$ cat config.mk
export PLATFORM = sky130hd
export DESIGN_NAME = gkt_ram
export DESIGN_NICKNAME = d
export VERILOG_FILES = /design/src/hdl/assert_macros.svh /design/src/hdl/gkt_ram.sv
export SDC_FILE = /design/constraint.sdc
export NUM_CORES = 1
export LEC_CHECK = 0
export BUFFER_PORTS_ARGS = -buffer_cell sky130_fd_sc_hd__buf_2
export CAP_MARGIN = 20
export CORE_MARGIN = 10
export CORE_UTILIZATION = 45
export DETAILED_ROUTE_END_ITERATION = 8
export PLACE_DENSITY = 0.57
export RECOVER_POWER = 50
export SETUP_SLACK_MARGIN = 0.1
export SLEW_MARGIN = 10
export SYNTH_ARGS = -nofsm -noshare
export SYNTH_HDL_FRONTEND = slang
export SYNTH_SLANG_ARGS = --single-unit
$ cat constraint.sdc
create_clock -name clk -period 3.3 [get_ports clk]
set_clock_uncertainty 0.05 [all_clocks]
set_input_delay 0.33 -clock clk [delete_from_list [all_inputs] [get_ports clk]]
set_output_delay 0.33 -clock clk [all_outputs]
set_load 0.02 [all_outputs]
$ cat src/hdl/assert_macros.svh
// ----------------------------------------------------------------------------
// Assertion macros
// Shared concurrent assertion forms, sampled on clk, disabled during reset.
// ----------------------------------------------------------------------------
`ifndef ASSERT_MACROS_SVH
`define ASSERT_MACROS_SVH

// property must hold at every clock edge outside reset
`define GKT_ASSERT(lbl, prop, msg) \
	lbl: assert property (@(posedge clk) disable iff (!arst_n) prop) \
		else $error(msg);

// condition must never be seen at a clock edge outside reset
`define GKT_ASSERT_NEVER(lbl, cond, msg) \
	`GKT_ASSERT(lbl, !(cond), msg)

`endif

$ cat src/hdl/gkt_ram.sv
// ----------------------------------------------------------------------------
// gkt_ram
// Simple dual-port RAM: one write port, one read port with registered data.
// ----------------------------------------------------------------------------
module gkt_ram #(
	parameter int WIDTH = 8,
	parameter int DEPTH = 64,
	localparam int AW = $clog2(DEPTH)
) (
	input  logic             clk,
	input  logic             we,
	input  logic [AW-1:0]    waddr,
	input  logic [WIDTH-1:0] wdata,
	input  logic             re,
	input  logic [AW-1:0]    raddr,
	output logic [WIDTH-1:0] rdata
);

	logic [WIDTH-1:0] mem [DEPTH];

	always_ff @(posedge clk) begin
		if (we) begin
			mem[waddr] <= wdata;
		end
		if (re) begin
			rdata <= mem[raddr];
		end
	end

endmodule

==> metrics.txt, run 1 <==
status=complete, but fails checks; failing checks=capacitance limit, slew limit; fin area=23120 µm²; adder-cell share of the synthesized area=0%; core area=44320 µm²; hold path start=wdata[7]; WL final=46120 µm; Setup Crit Path Kind=input port to flip-flop; Setup WS post-layout=754.3 ps; largest net degree at the start of global routing=65; CTS Sinks=520; CP Launch Point=wdata[1]; Worst path slowest cell=clkbuf_1; initial core utilization=45.69%; Sw Ratio=21.09%; worst hold margin=199.4 ps; number of port buffers=30; TritonCTS buffer count=53; Worst Tran Pin Value=2357 ps; critical path's most frequent cell=clkbuf_1; H-tree depth=2; post-synthesis register bit count=520; Async SR Flop Fraction=0%; Layout Nets=1087; fin cells=1698; Tightest Hold Check Type=input port to flip-flop; endpoints failing hold=0; multiplexer area fraction after synthesis=15.88%; post-CTS resize count=0; period utilization=77.14%; CP bufs+invs=2; vias in the first global route=9963; vias=9692; RSZ-0062 raised after global routing=no; syn nets=963; Critical Path Fanout Max=36; Post-synth EDFFs=520; XOR/XNOR Fraction of Synth Area=0%; die extent in y=232.1 µm; Post-DP Area=21540 µm²; first-pass GRT wire length=68390 µm; crit-path max cell delay=1280 ps; wire per inst=27.16 µm; Distinct cells, synth=39; crit-path cells=clkbuf_1 -> clkbuf_1; row cnt=77; relative slew slack=-57.12%; Final min period=2546 ps; Die W=232.1 µm; WP depth=2; Pins Over Slew Limit=353; I/O pin count=31; clock share of power=41.1%; Post-Syn Instances=940; Cells after DPL=1598; hold path cells=1; Setup crit end kind=flip-flop; WP data required=3410 ps; Mapped Area=20250 µm²; pwr/cell area=590.7 nW/µm²; Sequential Power Share=53.9%; post-synthesis sequential area ratio=77.12%; Total GRT Usage=17.51%; Die Area=53880 µm²; Pre-antenna DRT Iters=5; pre-CTS WS=363.9 ps; Final setup viols=0; Synth Area in Simple Gates=3.374%; clk buf depth=3; syn avg cell area=21.54 µm²; logic gate share of total power=5.0%; Detailed Place HPWL=28630 µm; Fmax achieved=392.8 MHz; Skew-Pair Late Insertion Delay=600 ps; Worst EP arrival=2650 ps; initial antenna violation count=4; via/cell ratio=5.708; drt initial violations=988; VDD IR max=444.0 µV; CTS tree=done; area grow syn2layout=14.17%; Worst-path clk slew=60 ps; Syn. warnings=0; Hold Buf Count CTS=0; post-route ant nets=0; R2R cell count=4; GRT Residual Overflow=0; r2r startpoint=mem[47][1]$_DFFE_PP_; CP top delay family=buffers and inverters; layout cells sized above 1=28.01%; largest family of logic cells by synthesized area=multiplexers; routability cong.=0.7877; Synth Area in Compound Gates=2.064%; Setup TNS Final=0 ps; Net Sw Power=0.002880 W; internal power=0.01077 W; post-CTS setup buffers=0; Setup crit start kind=input port; Primary FF master, synth=edfxtp_1; total of max-cap violations=8; DR DRC count=0; Clock Root Buffer=clkbuf_16; P_leak=7.268 nW
-- flip-flops by register name, summed over array words and instances (netlist names) --
signal / flops
mem: 512
rdata: 8
-- area by class of cell --
cell class,count,area (µm²)
diodes,3,7.507
clock buffers,67,1421
clock inverters,27,187.7
fillers,3579,21200
multi-input cells,369,4315
flip-flops and latches,520,15620
well taps,592,740.7
repair buffers,120,828.3
-- cells by family (layout without fill, tap and decap cells) --
family                 count (synthesis)  after routing
flip-flops                           520            520
multiplexers                         162            162
AND/OR/NAND/NOR                      153            153
AO/OA/AOI/OAI                         54             54
buffers and inverters                 51            214
other                                  0              3
-- path summary, 6_finish.rpt --
check | endpoint | slack, ps
max | mem[3][1]$_DFFE_PP_ | 750
min | mem[2][7]$_DFFE_PP_ | 200
max reg2reg | rdata[1]$_DFFE_PP_ | 900
min reg2reg | rdata[4]$_DFFE_PP_ | 870
-- power groups by stage --
stage / registers (W) / logic (W) / clock network, W
after floorplan: 0.00749 / 0.000390 / 0
after global placement: 0.00749 / 0.000693 / 0
after detailed placement: 0.00749 / 0.000701 / 0
after CTS: 0.00735 / 0.000701 / 0.00573
after global routing: 0.00736 / 0.000736 / 0.00599
final: 0.00735 / 0.000682 / 0.00562
-- cell usage after synthesis, types with 3 or more instances --
cell / number / share of area (%)
a21oi_1: 3 / 0.074
o2bb2ai_1: 3 / 0.13
nand2b_1: 7 / 0.22
nor2_1: 83 / 1.5
o2111ai_1: 3 / 0.13
o22ai_1: 8 / 0.25
buf_2: 11 / 0.27
a211oi_1: 4 / 0.15
buf_6: 4 / 0.22
a22oi_1: 3 / 0.11
nand3_1: 13 / 0.32
mux2i_1: 23 / 1.1
a221oi_1: 6 / 0.26
nand3b_1: 3 / 0.11
nor3_1: 7 / 0.17
nand2_1: 19 / 0.35
edfxtp_1: 520 / 77
buf_4: 13 / 0.48
mux2_2: 13 / 0.72
o221ai_1: 8 / 0.35
buf_1: 4 / 0.074
nor2b_1: 14 / 0.43
clkbuf_1: 17 / 0.32
mux4_2: 126 / 14
-- layout by cell type (no fill, tap or decap), types with 4 or more instances in the layout --
cell / count
buf_4: 75
mux2_2: 13
clkbuf_16: 55
buf_2: 17
nor2_1: 83
buf_12: 4
mux2i_1: 23
edfxtp_1: 520
o221ai_1: 8
nand3_1: 13
clkinv_1: 11
clkinv_2: 8
nand2_1: 19
o22ai_1: 8
nor2b_1: 14
nor3_1: 7
clkbuf_1: 35
a211oi_1: 4
clkinvlp_4: 5
a221oi_1: 6
nand2b_1: 7
mux4_2: 126
-- per-stage QoR --
| step | total power (W) | util (%) |
|---|---|---|
| after global placement | 0.008179 | 48.60 |
| after CTS | 0.01378 | 52.23 |
| final | 0.01365 | 52.16 |
| after floorplan | 0.007876 | - |
| after global routing | 0.01408 | 52.14 |
| after detailed placement | 0.008189 | 48.60 |
-- layer usage --
metal	GRT usage (%)	up-vias	wire [µm]
li1	-	4185	-
met1	25.21	5108	20300
met2	26.43	329	21510
met3	3.359	68	3119
met4	5.963	2	1174
met5	0	-	15
Note: power is estimated with default switching activity, not from simulation.
==> run 2, diff against run 1 <==
clock period = 2.5 ns   (was 3.3 ns; I/O delays follow)
==> run 2 against run 1 <==
Compared with the run above: the run still ends with capacitance limit, slew limit left; setup slack worse by 410 ps; flip-flop and latch count unchanged; combinational power up 43%; count of clock-buffer cells in the layout down 7; register-to-register slack got worse by 560 ps; non-clock buffer count increased by 52; final cell count increased by 2.9%; wire length rose by 3.6%; clock power increased by 40%; utilization up 1.3 points; largest cell class unchanged; first-iteration DRC count increased by 3.3%; critical path type is now flip-flop to flip-flop; critical path depth grew 3.
==> metrics.txt, run 2 (synthesis results as in run 1) <==
status=complete, but fails checks; failing checks=capacitance limit, slew limit; Total GRT Usage=18.01%; Layout Nets=1139; Register Area=15620 µm²; Cells after DPL=1651; Worst-path clk slew=60 ps; Skew-Pair Late Insertion Delay=590 ps; row cnt=77; Largest register FFs=512; core area=44320 µm²; initial core utilization=45.69%; I/O pin count=31; Reg2Reg Capture Point=rdata[6]$_DFFE_PP_; Largest regs=mem (512), rdata (8); met2 usage=27.53%; wire per inst=27.36 µm; multi-input gate area in the final layout=4315 µm²; post-CTS resize count=0; most frequent cells in the layout=520 x edfxtp_1, 126 x mux4_2, 115 x buf_4; r2r setup slk=340 ps; Setup TNS Final=0 ps; fin util=53.47%; endpoints failing hold=0; VDD IR max=433.5 µV; post-route ant nets=0; relative slew slack=-39.25%; fin cells=1747; CTS tree=done; period utilization=86.21%; met3 Use GR=3.445%; layout cells sized above 1=31.14%; largest net degree at the start of global routing=65; hold path start=waddr[1]; Die Area=53880 µm²; Most flops, register=mem; total of max-cap violations=3; Worst Hold End=mem[49][5]$_DFFE_PP_; Final min period=2155 ps; hold path cells=2; DR DRC count=0; Setup crit start kind=flip-flop; crit-path max cell delay=450 ps; H-tree depth=2; clk buf depth=3; Pre-antenna DRT Iters=6; die extent in y=232.1 µm; Worst path slowest cell=mux4_2; WP data required=2770 ps; CP bufs+invs=0; Clock Root Buffer=clkbuf_16; GRT busiest layer=met2; CP top delay family=multiplexers; drt initial violations=1021; P_leak=7.618 nW; GRT Residual Overflow=0; vias in the first global route=10.14k; commonest non-fill, non-tap cell in the layout=edfxtp_1; first-pass GRT wire length=70080 µm; fillers=3503; number of port buffers=30; TritonCTS buffer count=53; RSZ-0062 raised after global routing=no; worst hold margin=74.31 ps; Tightest Hold Check Type=input port to flip-flop; Setup Crit Path Kind=flip-flop to flip-flop; met1 Track Usage GR=25.54%; pwr/cell area=781.7 nW/µm²; Pins Over Slew Limit=109; Detailed Place HPWL=30970 µm; R2R cell count=5; area grow syn2layout=17.03%; Die W=232.1 µm; via/cell ratio=5.714; Critical Path Fanout Max=1; r2r startpoint=mem[24][6]$_DFFE_PP_; initial antenna violation count=5; Worst EP arrival=2430 ps; routability cong.=0.8175; CTS Sinks=520; crit-path cells=mux4_2 -> mux2_2 -> o221a_2 -> nor3_1 -> o32ai_1; Final setup viols=0; Fmax achieved=464.0 MHz; Setup crit end kind=flip-flop; vias=9982; Worst Tran Pin Value=2089 ps; WL final=47800 µm
-- run 2: worst max path at each step --
stage | start | endpoint | depth (start not counted)
floorplan | raddr[1] | rdata[3]$_DFFE_PP_ | 7
global placement | raddr[0] | rdata[4]$_DFFE_PP_ | 7
detailed placement | raddr[0] | rdata[6]$_DFFE_PP_ | 7
CTS | mem[21][4]$_DFFE_PP_ | rdata[4]$_DFFE_PP_ | 5
global route | mem[29][4]$_DFFE_PP_ | rdata[4]$_DFFE_PP_ | 5
finish | mem[24][6]$_DFFE_PP_ | rdata[6]$_DFFE_PP_ | 5
-- run 2: final cells by class --
cell class,count,area share (%)
Multi-Input combinational cell,369,18.21
Timing Repair Buffer,172,5.550
Antenna cell,2,0.02112
Sequential cell,520,65.90
Tap cell,592,3.126
Clock buffer,60,5.708
Clock inverter,32,1.484
-- run 2: repair_timing --
item                                   in CTS  in global routing
setup buffers                               0                  0
hold buffers                                1                  0
endpoints found under the hold margin       8                  0
-- run 2: metal layers --
metal,wire [µm],vias to the layer above
li1,-,4291
met3,3383,77
met4,1285,2
met2,22430,351
met1,20680,5261
met5,18,-
-- run 2: metrics by stage --
stage	total power, W	setup WS, ps	instance area (µm²)
3_3_place_gp	0.01087	-36.19	22040
4_1_cts	0.01871	320.8	23750
3_5_place_dp	0.01088	-59.37	22040
5_1_grt	0.01911	251.3	23690
6_report	0.01852	344.7	23700
2_1_floorplan	0.01040	393.7	20250
-- run 2: worst reg2reg max path, cell delays in order (launching register included) --
cell and delay, ps:
edfxtp_1 370, mux4_2 450, mux2_2 270, o221a_2 260, nor3_1 340, o32ai_1 150
-- run 2: report_power, final --
group / switching, W / leakage, nW / internal, W
clock: 0.00317 / 0.820 / 0.00467
sequential: 0.0000278 / 4.69 / 0.00968
combinational: 0.000579 / 2.11 / 0.000397
==> run 3, diff against run 2 <==
PLACE_DENSITY = unset   (was 0.57)
PLACE_DENSITY_LB_ADDON = 0.12   (was unset)
==> run 3 against run 2 <==
Compared with the run above: combinational power is 0.6% lower; via count stayed put; maximum frequency is 2.8% lower; setup slack worse by 61 ps; critical path type unchanged; largest power group unchanged; the flow still finishes with violations (capacitance limit, slew limit); final area hardly changed; utilization hardly changed; non-clock buffer count is 4 lower; flip-flop and latch count stayed put.
==> metrics.txt, run 3 (synthesis results as in run 1) <==
Skew-Pair Late Insertion Delay=600 ps; via/cell ratio=5.720; Critical Path Fanout Max=1; TritonCTS buffer count=53; largest net degree at the start of global routing=65; first-pass GRT wire length=70470 µm; die extent in y=232.1 µm; Setup TNS Final=0 ps; status=complete, but fails checks; Cells after DPL=1648; GRT Residual Overflow=0; Largest register FFs=512; Setup Crit Path Kind=flip-flop to flip-flop; area grow syn2layout=17.01%; pwr/cell area=781.5 nW/µm²; commonest non-fill, non-tap cell in the layout=edfxtp_1; P_leak=7.651 nW; H-tree depth=2; Final setup viols=0; Setup crit end kind=flip-flop; number of port buffers=30; Pins Over Slew Limit=76; DR DRC count=0; Largest regs=mem (512), rdata (8); met3 routed WL=2377 µm; Fmax achieved=451.2 MHz; DR top layer=met5; Die Area=53880 µm²; met2 WL=22650 µm; initial core utilization=45.69%; VDD IR max=736.2 µV; wire per inst=27.22 µm; drt initial violations=899; metal1 wirelength=21710 µm; Layout Nets=1135; Worst-path clk slew=60 ps; Pre-antenna DRT Iters=4; endpoints failing hold=0; row cnt=77; I/O pin count=31; fin cells=1745; WL final=47500 µm; Tightest Hold Check Type=input port to flip-flop; Worst EP arrival=2500 ps; initial antenna violation count=1; WP data required=2780 ps; post-route ant nets=0; most frequent cells in the layout=520 x edfxtp_1, 126 x mux4_2, 115 x buf_4; antenna cell count=0; CTS tree=done; CTS Sinks=520; core area=44320 µm²; Total GRT Usage=17.90%; Clock Root Buffer=clkbuf_16; relative slew slack=-31.32%; failing checks=capacitance limit, slew limit; Detailed Place HPWL=30510 µm; post-CTS setup buffers=0; vias in the first global route=10.27k; total of max-cap violations=2; routability cong.=0.8203; Die W=232.1 µm; Worst Tran Pin Value=1970 ps; period utilization=88.66%; vias=9982; layout cells sized above 1=32.00%; Setup crit start kind=flip-flop; RSZ-0062 raised after global routing=no; Most flops, register=mem; clk buf depth=3; Final min period=2216 ps
-- run 3: area by class of cell --
class	instances	area, µm²
tap	592	740.7
timing repair buffer	168	1306
multi-input combinational	369	4315
clock buffer	61	1399
clock inverter	35	315.3
fill	3464	20630
sequential	520	15620
-- run 3: layer usage --
layer	up-vias	global-route usage [%]
li1	4285	-
met1	5358	26.11
met2	279	27.80
met3	58	3.091
met4	2	4.023
met5	-	0
-- run 3: worst max-delay path: stages, from the launching register on --
cell	delay, ps
edfxtp_1	370
mux4_2	500
mux4_2	510
nor2_1	250
nor3_1	120
o2bb2ai_1	160
-- run 3: what timing repair did --
action | in CTS | in global routing
hold buffers | 1 | 0
resized for setup | 0 | 0
endpoints found under the setup margin | 0 | 0
endpoints found under the hold margin | 8 | 0
-- run 3: path summary, 6_finish.rpt --
kind	startpoint	to	slack [ps]	cells past startpoint
worst min-delay path	waddr[2]	mem[54][7]$_DFFE_PP_	140	3
worst min register to register	mem[27][4]$_DFFE_PP_	rdata[4]$_DFFE_PP_	880	3
worst max-delay path	mem[12][2]$_DFFE_PP_	rdata[2]$_DFFE_PP_	280	5
worst max register to register	mem[12][2]$_DFFE_PP_	rdata[2]$_DFFE_PP_	280	5
-- run 3: where the power goes --
part	internal, W	switching (W)
clock network	0.00460	0.00325
logic	0.000386	0.000584
registers	0.00968	0.0000232
-- run 3: through the flow --
stage	utilization (%)	instance area [µm²]	hold slack, ps	setup WS [ps]	total power (W)
after CTS	53.68	23790	99.49	283.7	0.01870
after detailed placement	49.79	22060	608.6	-143.0	0.01088
after floorplan	-	20250	298.9	393.7	0.01040
after global placement	49.79	22060	599.7	-140.9	0.01087
after global routing	53.46	23690	147.4	206.5	0.01909
final	53.46	23690	140.3	283.6	0.01851
